==> src/rtl/rect_clip_to_box_list_defines.svh <==
// ----------------------------------------------------------------------------
// rect_clip_to_box_list_defines
// assertion macros used by the clipper datapath
// ----------------------------------------------------------------------------
`ifndef RECT_CLIP_TO_BOX_LIST_DEFINES_SVH
`define RECT_CLIP_TO_BOX_LIST_DEFINES_SVH

// clocked property, held off during reset
`define RCBL_ASSERT(lbl, prop, msg) \
  lbl: assert property (@(posedge clk_i) disable iff (!rst_ni) prop) else $error(msg);

// condition that must never be seen
`define RCBL_ASSERT_NEVER(lbl, cond, msg) \
  `RCBL_ASSERT(lbl, !(cond), msg)

`endif

==> src/rtl/rcbl_pkg.sv <==
// ----------------------------------------------------------------------------
// rcbl_pkg
// types and constants of the rectangle clipper
// ----------------------------------------------------------------------------
package rcbl_pkg;

  localparam int unsigned MAX_CLIP_BOXES_DEF = 16;
  localparam int unsigned CFG_IDX_W          = 1;
  localparam int unsigned CFG_DATA_W         = 16;

  localparam logic signed [15:0] COORD_MAX = 16'sh7FFF;
  localparam logic signed [15:0] COORD_MIN = 16'sh8000;

  typedef enum logic [1:0] {
    MODE_CLEAR  = 2'd0,
    MODE_APPEND = 2'd1,
    MODE_FILL   = 2'd2
  } mode_e;

  typedef enum logic [CFG_IDX_W-1:0] {
    REG_ORIGIN_X = 1'b0,
    REG_ORIGIN_Y = 1'b1
  } cfg_reg_e;

  typedef struct packed {
    logic        [1:0]  mode;
    logic signed [15:0] rect_x;
    logic signed [15:0] rect_y;
    logic        [15:0] rect_width;
    logic        [15:0] rect_height;
    logic signed [15:0] box_x1;
    logic signed [15:0] box_y1;
    logic signed [15:0] box_x2;
    logic signed [15:0] box_y2;
    logic               final_rect;
  } in_word_t;

  typedef struct packed {
    logic signed [15:0] dest_x;
    logic signed [15:0] dest_y;
    logic        [15:0] major_count;
    logic        [15:0] minor_count;
    logic               box_valid;
    logic               last_of_run;
    logic               end_of_request;
  } out_word_t;

  typedef struct packed {
    logic signed [15:0] x1;
    logic signed [15:0] y1;
    logic signed [15:0] x2;
    logic signed [15:0] y2;
  } box_t;

  // controller to datapath
  typedef struct packed {
    logic accept;   // input word taken this cycle
    logic prep;     // clip rectangle to extent, rewind box index
    logic rd;       // read clip box at current index
    logic step;     // consume compare result, advance index
    logic finish;   // close out the rectangle
  } ctrl_cmd_t;

  // datapath to controller
  typedef struct packed {
    logic nonempty;
    logic hit;
    logic pend_valid;
    logic out_free;
    logic idx_last;
    logic final_rect;
  } dp_status_t;

endpackage

==> src/rtl/rcbl_ctrl.sv <==
// ----------------------------------------------------------------------------
// rcbl_ctrl
// sequencer of the clipper: walks one rectangle over the clip list
// ----------------------------------------------------------------------------
module rcbl_ctrl import rcbl_pkg::*; (
  input  logic       clk_i,
  input  logic       rst_ni,
  input  logic       in_valid_i,
  output logic       in_ready_o,
  input  logic [1:0] mode_i,
  input  dp_status_t st_i,
  output ctrl_cmd_t  cmd_o
);

  typedef enum logic [2:0] {
    S_IDLE,
    S_PREP,
    S_CHK,
    S_RD,
    S_CMP,
    S_FIN
  } state_e;

  state_e state_q, state_d;
  logic   accept;
  logic   fin_ok;
  logic   cmp_stall;

  assign in_ready_o = (state_q == S_IDLE);
  assign accept     = in_valid_i && in_ready_o;
  // a result needs the output register only when one is due
  assign fin_ok     = st_i.out_free || (!st_i.pend_valid && !st_i.final_rect);
  assign cmp_stall  = st_i.hit && st_i.pend_valid && !st_i.out_free;

  always_comb begin
    state_d = state_q;
    cmd_o   = '0;
    cmd_o.accept = accept;
    unique case (state_q)
      S_IDLE: begin
        if (accept && (mode_i == MODE_FILL)) state_d = S_PREP;
      end
      S_PREP: begin
        cmd_o.prep = 1'b1;
        state_d    = S_CHK;
      end
      S_CHK: begin
        state_d = st_i.nonempty ? S_RD : S_FIN;
      end
      S_RD: begin
        cmd_o.rd = 1'b1;
        state_d  = S_CMP;
      end
      S_CMP: begin
        if (!cmp_stall) begin
          cmd_o.step = 1'b1;
          state_d    = st_i.idx_last ? S_FIN : S_RD;
        end
      end
      S_FIN: begin
        if (fin_ok) begin
          cmd_o.finish = 1'b1;
          state_d      = S_IDLE;
        end
      end
      default: state_d = S_IDLE;
    endcase
  end

  always_ff @(posedge clk_i or negedge rst_ni) begin
    if (!rst_ni) begin
      state_q <= S_IDLE;
    end else begin
      state_q <= state_d;
    end
  end

endmodule

==> src/rtl/rcbl_dp.sv <==
// ----------------------------------------------------------------------------
// rcbl_dp
// clipper datapath: clip list memory, extent, intersection and output stage
// ----------------------------------------------------------------------------
`include "rect_clip_to_box_list_defines.svh"

module rcbl_dp import rcbl_pkg::*; #(
  parameter int unsigned MAX_CLIP_BOXES = MAX_CLIP_BOXES_DEF
) (
  input  logic                  clk_i,
  input  logic                  rst_ni,
  input  logic                  cfg_we_i,
  input  logic [CFG_IDX_W-1:0]  cfg_idx_i,
  input  logic [CFG_DATA_W-1:0] cfg_data_i,
  input  in_word_t              in_word_i,
  input  ctrl_cmd_t             cmd_i,
  output dp_status_t            st_o,
  output logic                  out_valid_o,
  input  logic                  out_ready_i,
  output out_word_t             out_word_o
);

  localparam int unsigned IDXW = (MAX_CLIP_BOXES > 1) ? $clog2(MAX_CLIP_BOXES) : 1;
  localparam int unsigned CNTW = $clog2(MAX_CLIP_BOXES + 1);

  // configuration
  logic signed [15:0] origin_x_q, origin_y_q;

  // clip list
  box_t               mem [MAX_CLIP_BOXES];
  box_t               rd_q;
  logic [CNTW-1:0]    cnt_q;
  logic [IDXW-1:0]    idx_q;
  logic signed [15:0] ext_l_q, ext_t_q, ext_r_q, ext_b_q;

  // current rectangle
  logic signed [15:0] x_q, y_q;
  logic        [15:0] w_q, h_q;
  logic               final_q;
  logic signed [15:0] left_q, top_q;
  logic signed [17:0] right_q, bottom_q;

  // pending and output words
  logic      pend_valid_q;
  out_word_t pend_q;
  logic      out_valid_q;
  out_word_t out_q;

  logic       do_clear, do_append, do_fill;
  box_t       new_box;
  logic       out_free;

  always_comb begin
    do_clear  = 1'b0;
    do_append = 1'b0;
    do_fill   = 1'b0;
    case (in_word_i.mode)
      MODE_CLEAR:  do_clear  = cmd_i.accept;
      MODE_APPEND: do_append = cmd_i.accept && (cnt_q < CNTW'(MAX_CLIP_BOXES));
      MODE_FILL:   do_fill   = cmd_i.accept;
      default: ;
    endcase
  end

  assign new_box = '{x1: in_word_i.box_x1, y1: in_word_i.box_y1,
                     x2: in_word_i.box_x2, y2: in_word_i.box_y2};

  always_ff @(posedge clk_i or negedge rst_ni) begin
    if (!rst_ni) begin
      origin_x_q <= '0;
      origin_y_q <= '0;
    end else if (cfg_we_i) begin
      unique case (cfg_idx_i)
        REG_ORIGIN_X: origin_x_q <= cfg_data_i;
        REG_ORIGIN_Y: origin_y_q <= cfg_data_i;
        default: ;
      endcase
    end
  end

  always_ff @(posedge clk_i) begin
    if (do_append) mem[cnt_q[IDXW-1:0]] <= new_box;
    if (cmd_i.rd)  rd_q <= mem[idx_q];
  end

  // list count and bounding extent
  always_ff @(posedge clk_i or negedge rst_ni) begin
    if (!rst_ni) begin
      cnt_q   <= '0;
      ext_l_q <= COORD_MAX;
      ext_t_q <= COORD_MAX;
      ext_r_q <= COORD_MIN;
      ext_b_q <= COORD_MIN;
    end else if (do_clear) begin
      cnt_q   <= '0;
      ext_l_q <= COORD_MAX;
      ext_t_q <= COORD_MAX;
      ext_r_q <= COORD_MIN;
      ext_b_q <= COORD_MIN;
    end else if (do_append) begin
      cnt_q <= cnt_q + CNTW'(1);
      if (new_box.x1 < ext_l_q) ext_l_q <= new_box.x1;
      if (new_box.y1 < ext_t_q) ext_t_q <= new_box.y1;
      if (new_box.x2 > ext_r_q) ext_r_q <= new_box.x2;
      if (new_box.y2 > ext_b_q) ext_b_q <= new_box.y2;
    end
  end

  // translate by origin, wrapping to 16 bits
  always_ff @(posedge clk_i) begin
    if (do_fill) begin
      x_q     <= in_word_i.rect_x + origin_x_q;
      y_q     <= in_word_i.rect_y + origin_y_q;
      w_q     <= in_word_i.rect_width;
      h_q     <= in_word_i.rect_height;
      final_q <= in_word_i.final_rect;
    end
  end

  // far edges at full precision, then clip to extent
  logic signed [17:0] r_full, b_full, ext_r18, ext_b18;
  assign r_full  = $signed({{2{x_q[15]}}, x_q} + {2'b00, w_q});
  assign b_full  = $signed({{2{y_q[15]}}, y_q} + {2'b00, h_q});
  assign ext_r18 = $signed({{2{ext_r_q[15]}}, ext_r_q});
  assign ext_b18 = $signed({{2{ext_b_q[15]}}, ext_b_q});

  always_ff @(posedge clk_i) begin
    if (cmd_i.prep) begin
      left_q   <= (x_q > ext_l_q) ? x_q : ext_l_q;
      top_q    <= (y_q > ext_t_q) ? y_q : ext_t_q;
      right_q  <= (r_full < ext_r18) ? r_full : ext_r18;
      bottom_q <= (b_full < ext_b18) ? b_full : ext_b18;
    end
  end

  always_ff @(posedge clk_i or negedge rst_ni) begin
    if (!rst_ni) begin
      idx_q <= '0;
    end else if (cmd_i.prep) begin
      idx_q <= '0;
    end else if (cmd_i.step) begin
      idx_q <= idx_q + IDXW'(1);
    end
  end

  logic signed [17:0] left18, top18;
  assign left18 = $signed({{2{left_q[15]}}, left_q});
  assign top18  = $signed({{2{top_q[15]}}, top_q});

  // intersection with the box just read
  logic signed [15:0] bx1, by1, ix1, iy1, ix2, iy2;
  logic signed [17:0] bx2_18, by2_18, ix2_18, iy2_18;
  logic        [15:0] maj, mnr;
  logic               hit;
  out_word_t          hit_word;

  assign bx1    = rd_q.x1;
  assign by1    = rd_q.y1;
  assign bx2_18 = $signed({{2{rd_q.x2[15]}}, rd_q.x2});
  assign by2_18 = $signed({{2{rd_q.y2[15]}}, rd_q.y2});
  assign ix1    = (left_q > bx1) ? left_q : bx1;
  assign iy1    = (top_q > by1) ? top_q : by1;
  assign ix2_18 = (right_q < bx2_18) ? right_q : bx2_18;
  assign iy2_18 = (bottom_q < by2_18) ? bottom_q : by2_18;
  assign ix2    = ix2_18[15:0];
  assign iy2    = iy2_18[15:0];
  assign hit    = (ix1 < ix2) && (iy1 < iy2);
  assign maj    = ix2 - ix1 - 16'sd1;
  assign mnr    = iy2 - iy1 - 16'sd1;

  assign hit_word = '{dest_x: ix1, dest_y: iy1, major_count: maj, minor_count: mnr,
                      box_valid: 1'b1, last_of_run: 1'b0, end_of_request: 1'b0};

  // words into the output register
  logic      push_en;
  out_word_t push_word;

  assign out_free = !out_valid_q || out_ready_i;

  always_comb begin
    push_en   = 1'b0;
    push_word = pend_q;
    if (cmd_i.step && hit && pend_valid_q) begin
      push_en = 1'b1;
    end else if (cmd_i.finish && pend_valid_q) begin
      push_en                  = 1'b1;
      push_word.last_of_run    = 1'b1;
      push_word.end_of_request = final_q;
    end else if (cmd_i.finish && final_q) begin
      push_en                  = 1'b1;
      push_word                = '0;
      push_word.last_of_run    = 1'b1;
      push_word.end_of_request = 1'b1;
    end
  end

  always_ff @(posedge clk_i or negedge rst_ni) begin
    if (!rst_ni) begin
      pend_valid_q <= 1'b0;
    end else if (cmd_i.step && hit) begin
      pend_valid_q <= 1'b1;
    end else if (cmd_i.finish) begin
      pend_valid_q <= 1'b0;
    end
  end

  always_ff @(posedge clk_i) begin
    if (cmd_i.step && hit) pend_q <= hit_word;
  end

  always_ff @(posedge clk_i or negedge rst_ni) begin
    if (!rst_ni) begin
      out_valid_q <= 1'b0;
    end else if (push_en) begin
      out_valid_q <= 1'b1;
    end else if (out_ready_i) begin
      out_valid_q <= 1'b0;
    end
  end

  always_ff @(posedge clk_i) begin
    if (push_en) out_q <= push_word;
  end

  assign out_valid_o = out_valid_q;
  assign out_word_o  = out_q;

  assign st_o.nonempty   = (left18 < right_q) && (top18 < bottom_q);
  assign st_o.hit        = hit;
  assign st_o.pend_valid = pend_valid_q;
  assign st_o.out_free   = out_free;
  assign st_o.idx_last   = ((CNTW'(idx_q) + CNTW'(1)) == cnt_q);
  assign st_o.final_rect = final_q;

  `RCBL_ASSERT_NEVER(a_cnt_range, cnt_q > CNTW'(MAX_CLIP_BOXES), "clip count past capacity")
  `RCBL_ASSERT(a_push_free, push_en |-> out_free, "output word overwritten")
  `RCBL_ASSERT(a_pend_hold, (pend_valid_q && !cmd_i.step && !cmd_i.finish) |=> pend_valid_q, "pending word lost")
  `RCBL_ASSERT(a_marker, (cmd_i.finish && !pend_valid_q && final_q) |=> (out_valid_q && !out_q.box_valid && out_q.end_of_request), "end marker missing")

endmodule

==> src/rtl/rect_clip_to_box_list.sv <==
// clear and append words are handled without leaving idle; a fill word holds the input after it is taken,
// through prep and check, then one read and one compare per stored box, then finish
// a fill that misses the list extent holds the input through prep, check and finish only
// results are held in a pending word, then pass through a registered output stage
// a stalled output holds the box walk when a second result is due, and holds the finish step when a word is due
// reset clears the list count, extent, origins and all control; the box memory is not cleared
// ----------------------------------------------------------------------------
// rect_clip_to_box_list
// clips fill rectangles against a stored list of clip boxes into fill commands
// ----------------------------------------------------------------------------
module rect_clip_to_box_list import rcbl_pkg::*; #(
  parameter int unsigned MAX_CLIP_BOXES = MAX_CLIP_BOXES_DEF
) (
  input  logic                  clk_i,
  input  logic                  rst_ni,
  // configuration writes
  input  logic                  cfg_we_i,
  input  logic [CFG_IDX_W-1:0]  cfg_idx_i,
  input  logic [CFG_DATA_W-1:0] cfg_data_i,
  // input words: clear, append or fill
  input  logic                  in_valid_i,
  output logic                  in_ready_o,
  input  in_word_t              in_word_i,
  // result words
  output logic                  out_valid_o,
  input  logic                  out_ready_i,
  output out_word_t             out_word_o
);

  // command and status between sequencer and datapath
  ctrl_cmd_t  cmd;
  dp_status_t st;

  // sequencer: idle, prep, check, then read and compare per box, finish
  rcbl_ctrl u_ctrl (
    .clk_i      (clk_i),
    .rst_ni     (rst_ni),
    .in_valid_i (in_valid_i),
    .in_ready_o (in_ready_o),
    .mode_i     (in_word_i.mode),
    .st_i       (st),
    .cmd_o      (cmd)
  );

  // datapath: clip list memory, extent tracking, intersection, one pending
  // word so the last result of a rectangle can be flagged, output register
  rcbl_dp #(
    .MAX_CLIP_BOXES (MAX_CLIP_BOXES)
  ) u_dp (
    .clk_i       (clk_i),
    .rst_ni      (rst_ni),
    .cfg_we_i    (cfg_we_i),
    .cfg_idx_i   (cfg_idx_i),
    .cfg_data_i  (cfg_data_i),
    .in_word_i   (in_word_i),
    .cmd_i       (cmd),
    .st_o        (st),
    .out_valid_o (out_valid_o),
    .out_ready_i (out_ready_i),
    .out_word_o  (out_word_o)
  );

endmodule
==> config.mk <==
export PLATFORM = sky130hd
export DESIGN_NAME = rect_clip_to_box_list
export DESIGN_NICKNAME = d
export VERILOG_FILES = /design/src/rtl/rcbl_pkg.sv /design/src/rtl/rcbl_ctrl.sv /design/src/rtl/rcbl_dp.sv /design/src/rtl/rect_clip_to_box_list.sv
export VERILOG_INCLUDE_DIRS = /design/src /design/src/rtl
export SDC_FILE = /design/constraint.sdc
export NUM_CORES = 2
export LEC_CHECK = 0
export BUFFER_PORTS_ARGS = -buffer_cell sky130_fd_sc_hd__buf_4
export CORE_AREA = 8 8 376 378
export DETAILED_ROUTE_END_ITERATION = 8
export DIE_AREA = 0 0 384 386
export HOLD_SLACK_MARGIN = 0.03
export PLACE_DENSITY = 0.67
export SLEW_MARGIN = 30
export SYNTH_ARGS = -nofsm -noshare
export SYNTH_HDL_FRONTEND = slang
export SYNTH_HIERARCHICAL = 1
export SYNTH_SLANG_ARGS = --single-unit
==> constraint.sdc <==
create_clock -name clk_i -period 13.5 [get_ports clk_i]
set_input_delay 1.35 -clock clk_i [delete_from_list [all_inputs] [get_ports clk_i]]
set_output_delay 1.35 -clock clk_i [all_outputs]
set_load 0.01 [all_outputs]
## After elaboration in Yosys (flattened, before gate mapping)

Memory sizes are Yosys's and may differ from the RTL's. A register that Yosys moved wholly into a read port is not among the register bits.
Index checks and enable logic that the tools add are counted.
Widths: inputs -> output; s select.

- $add $sub $neg: 11
- $lt $le $gt $ge: 17
- Eq/ne operators: 11
- Mux-type cells: 52
- Bitwise operators: 1
- Reductions and logical operators: 36

Operator list:

| kind | number |
|---|---|
| $mux 16 | 18 |
| $mux 67 | 2 |
| $gt 16x16->1 | 6 |
| $lt 18x16->1 | 4 |
| $mux 65 | 1 |
| $lt 16x16->1 | 4 |
| $add 16x17->18 | 2 |
| $lt 16x18->1 | 2 |
| $mux 18 | 2 |
| $add 16x16->16 | 2 |
| $sub 16x16->16 | 2 |
| $sub 16x2->16 const B | 2 |
| $mux 1 | 18 |
| $pmux 3 s6 | 1 |
| $reduce_bool 2->1 | 8 |
| $mux 3 | 5 |
| $logic_and 1x1->1 | 12 |
| $reduce_and 2->1 | 6 |
| $mux 5 | 2 |
| $mux 4 | 2 |
| $eq 3x2->1 const B | 2 |
| $eq 3x3->1 const B | 2 |
| $add 4x1->5 const B | 1 |
| $add 5x1->5 const B | 1 |
| 16 further kinds | 21 |

- Register bits after elaboration: 374
- Memory bits (writable): 1024
- Bits of input ports: 153
- Memories kept: 1

Memory list:

| memory | words | width | read ports | clocked after memory_dff | wr ports | line | RTL |
|---|---|---|---|---|---|---|---|
| u_dp.mem | 16 | 64 | 1 | 1 | 1 | rcbl_dp.sv:30 | `box_t mem [MAX_CLIP_BOXES];` |

## Depth between registers and ports, before layout

- Depth in word-level cells: 12
- Gate-level depth with buffers: 26

## Hierarchy

Netlist, hierarchy kept.

By module, submodules not included:

| module | times used | cells each | area an instance (um2) | sequential area each (um2) |
|---|---|---|---|---|
| rcbl_dp | 1 | 4646 | 68107.8 | 43316.5 |
| rcbl_ctrl | 1 | 34 | 259.0 | 75.1 |

## Worst setup path after synthesis

Ideal clock, no wire load.

- Path type: flip-flop to flip-flop
- Start: register u_dp.right_q[7]
- End: register u_dp.out_q (netlist bit u_dp/out_word_o[0]) (enable)
- Library setup time: 0.524 ns
- Arrival: 11.018 ns
- Path slack: 1.958 ns
- Cell stages (with the launch flop): 25
- Path buffers: 3
- Cells stage by stage: edfxtp_1 ha_1 a21o_1 a21o_1 a211oi_1 o31a_1 clkbuf_1 or3_1 nand3_1 ha_1 fa_1 nor2b_1 o21a_1 o2111ai_1 a211o_1 a211oi_1 nor2b_1 o211a_1 buf_4 and3b_4 nor2_1 clkbuf_1 nand4_1 o21ai_1 a2bb2oi_1

RTL lines:

| what | line | RTL |
|---|---|---|
| from (decl) | rcbl_dp.sv:41 | `logic signed [17:0] right_q, bottom_q;` |
| from (signal assigned) | rcbl_dp.sv:131 | `right_q <= (r_full < ext_r18) ? r_full : ext_r18;` |
| to (signal assigned) | rcbl_dp.sv:222 | `if (push_en) out_q <= push_word;` |
| to (decl) | rcbl_dp.sv:47 | `out_word_t out_q;` |

==> run summary <==
Setup violators final = 0
Slowest stage cell, crit path = a21oi_2
Max-cap violations = 0
Routed vias/inst = 6.14
Top cells by area, synth = edfxtp_1 (59%), ha_1 (6.5%), mux4_2 (4.2%), mux2i_1 (3.3%), dfrtp_1 (2.9%)
Reg-to-reg slack, setup = 6.32 ns
Clock power share = 0.267
Tcrit/Tclk final = 0.532
Pwr dens = 203 nW/um2
Post-synth top flop = edfxtp_1
Yosys cell types = 86
Sequential cell area fraction in the yosys report = 0.635
TritonCTS Buffers = 152
Cts repair resizes = 0
Int Pwr = 10200 uW
VDD IR max = 0.000167 V
Finished Cell Area = 77200 um2
Gr usage total = 0.253
Fin nets = 5420
WS Path Type = reg2reg
Slew Limit Fails = 0
Slowest Stage Delay on Critical Path = 0.69 ns
Reg2reg end = u_dp/out_word_o[41]
Crit start category = flop
Async SR Flop Fraction = 0.0752
P_leak = 0.0281 uW
Initial Utilization = 0.507
Fill count = 10600
Vias in the first global route = 41400
CTS root buf = clkbuf_16
Combinational power share = 0.355
CTS tree = built
Area Growth Syn to Fin = 12.9%
Die Span Y = 386 um
DIE AREA = 148000 um2
FF-to-FF Start = u_dp/right_q[11]
Pre-antenna DRT Iters = 6
Chip width = 384 um
Row count = 135
Setup ws final = 6.32 ns
CTS clk-pin slew, worst paths = 0.06 ns
RSZ-0062 raised after global routing = false
CTS max path bufs = 3
Crit Path Max Fanout = 67
Worst reg2reg path depth = 23
Total routed wirelength = 191000 um
Switching share of power = 0.347
Worst slew margin = 0.309
Setup Fix Bufs, Post-CTS = 0
Global-route wire length before repair = 278000 um
Reg power frac = 0.378
Hold Crit Endpoint = u_dp/origin_y_q[4]
Number of buffers added on ports = 221
Avg WL per Cell = 28.0 um
Final Critical Period = 7.18 ns
Crit path capture type = flop
Layout cell share with drive strength beyond 1 = 0.180
DRC Markers = 0
Hold Vio Cnt, Final = 0
Post-synth net total = 5194
DP Area = 72100 um2
Peak Freq = 0.139 GHz
Initial antenna violation count = 14
Hold WC Path Type = reg2reg
Sink Count = 1462
DR iter-0 viols = 4108
Setup slack at placement = 6.35 ns
Yosys top cell by area = edfxtp_1
Synth top area share = 0.594
Worst Path Required = 13.88 ns
Synthesized area = 68400 um2
Outcome = finished, final reports clean
IO Pins = 222
Slew @ Worst Pin = 1.04 ns
Gp weighted congestion = 0.900
Clk_lat worst skew = 0.79 ns
Number of synthesized register bits = 1462
Mean Syn Cell Area = 14.6 um2
Vias = 41900
Cell chain of the critical path = ha_1 -> a21o_1 -> a21o_1 -> a21oi_2 -> buf_4 -> nor2_1 -> a211oi_1 -> nand3_1 -> ha_1 -> fa_1 -> nor2b_1 -> o21a_1 -> o2111ai_1 -> a211o_1 -> a211oi_1 -> nor2b_1 -> o211a_1 -> and3b_4 -> nor2_1 -> nand4_1 -> o21ai_4 -> a2bb2oi_4 -> buf_4
Switching power = 5430 uW
Hold Path Origin = u_dp/origin_y_q[4]
Post-synth EDFFs = 1352
Hold depth = 1
Crit path arrival time = 7.57 ns
Synth warnings = 6
Setup TNS = 0 ns
GRT Residual Overflow = 0
HPWL after DPL = 126000 um
Final ANT Viol Nets = 0
Htree depth = 4
CTS Hold Bufs = 0
Core ar. = 135000 um2
Post-Syn Instances = 4680
Largest net degree at the start of global routing = 126
Final Skew = 0.0413 ns
-- critical path, delay by kind of cell, from the launching register on --
kind                       cells  cell delay (ns)
and+or+nand+nor                7             1.33
buffers and inverters          2             0.99
DFF                            1             0.44
AOI/OAI and AO/OA             11             2.84
adders and majority gates      3             1.08
-- cells in the mapped netlist (all sizes together), types with 7 or more instances --
master   count
edfxtp    1352
ha         355
inv        241
o21ai      231
mux2i      226
nand2      211
a21oi      201
mux2       170
clkbuf     143
nor2       130
mux4       128
nand3      120
a21o        94
dfrtp       78
buf         77
nand4       74
and2        69
a221oi      67
a22oi       65
xnor2       63
and3        57
o2111ai     51
nor3        50
nor2b       35
o311a       34
dfstp       32
a211oi      27
a31oi       26
o21a        25
nand2b      23
xor2        23
or3         22
o21bai      18
a222oi      16
o211ai      15
nor4        13
o221a       13
o31ai       13
a2111oi     11
a211o        7
and4         7
-- placed cells by master (no fill, tap or decap), drive strengths merged, types with 128 or more instances in the layout --
cell type,Yosys,final
a21oi,201,201
buf,77,292
clkbuf,143,209
edfxtp,1352,1352
ha,355,355
inv,241,248
mux2,170,170
mux2i,226,226
mux4,128,128
nand2,211,211
nor2,130,130
o21ai,231,231
-- per-layer routing --
layer  GRT usage  vias to the layer above  part of all wire
met2       0.429                     1491              0.49
met5           0                        -           0.00054
met1       0.330                    21200              0.41
met4      0.0863                       16             0.036
met3      0.0469                      334             0.065
li1            -                    18800                 -
-- power by group through the flow --
stage               clock network [uW]  logic (uW)  registers (uW)
floorplan                            0        3890            5840
global placement                     0        5450            5990
detailed placement                   0        5500            6000
CTS                               4250        5540            5910
global route                      4420        6020            5940
finish                            4170        5550            5910
-- metrics by stage --
step | cells | utilization | total power [uW] | hold slack, ns
2_1_floorplan | 4680 | - | 9730 | 0.484
3_3_place_gp | 6531 | 0.534 | 11400 | 0.494
3_5_place_dp | 6532 | 0.534 | 11500 | 0.501
4_1_cts | 6814 | 0.572 | 15700 | 0.516
5_1_grt | 6816 | 0.572 | 16400 | 0.522
6_report | 6818 | 0.572 | 15600 | 0.513
-- flip-flops by register name, summed over array words and instances (netlist names), 18 cells and up --
register         cells
u_dp/bottom_q       18
u_dp/mem          1024
u_dp/out_word_o     67
u_dp/pend_q         64
u_dp/right_q        18
-- layout make-up --
type / count / area (um2) / area share
flip-flops and latches: 1462 / 43400 / 0.562
multi-input cells: 2757 / 23300 / 0.302
clock buffers: 209 / 4170 / 0.0541
repair buffers: 292 / 2270 / 0.0294
well taps: 1781 / 2230 / 0.0289
inverters: 241 / 905 / 0.0117
clock inverters: 73 / 846 / 0.0110
diodes: 3 / 7.51 / 0.0000973
-- worst max-delay path by stage --
stage,start,end,slack (ns),cells past startpoint
after floorplan,u_dp/right_q[7],u_dp/out_word_o[0],1.96,24
after global placement,u_dp/right_q[11],u_dp/out_word_o[37],6.56,23
after detailed placement,u_dp/right_q[11],u_dp/out_word_o[37],6.35,23
after CTS,u_dp/right_q[11],u_dp/out_word_o[41],6.32,23
after global routing,u_dp/right_q[11],u_dp/out_word_o[41],5.84,23
final,u_dp/right_q[11],u_dp/out_word_o[41],6.32,23
-- logic make-up after synthesis --
| family | after synthesis | share of synthesized area |
|---|---|---|
| buffers and inverters | 461 | 0.0272 |
| and+or+nand+nor | 833 | 0.0619 |
| AOI/OAI and AO/OA | 953 | 0.0951 |
| muxes | 524 | 0.103 |
| DFF | 1462 | 0.635 |
| adders and majority gates | 361 | 0.0667 |
| xor gates and xnor gates | 86 | 0.0110 |
No activity file was read; power rests on OpenSTA's default activity.
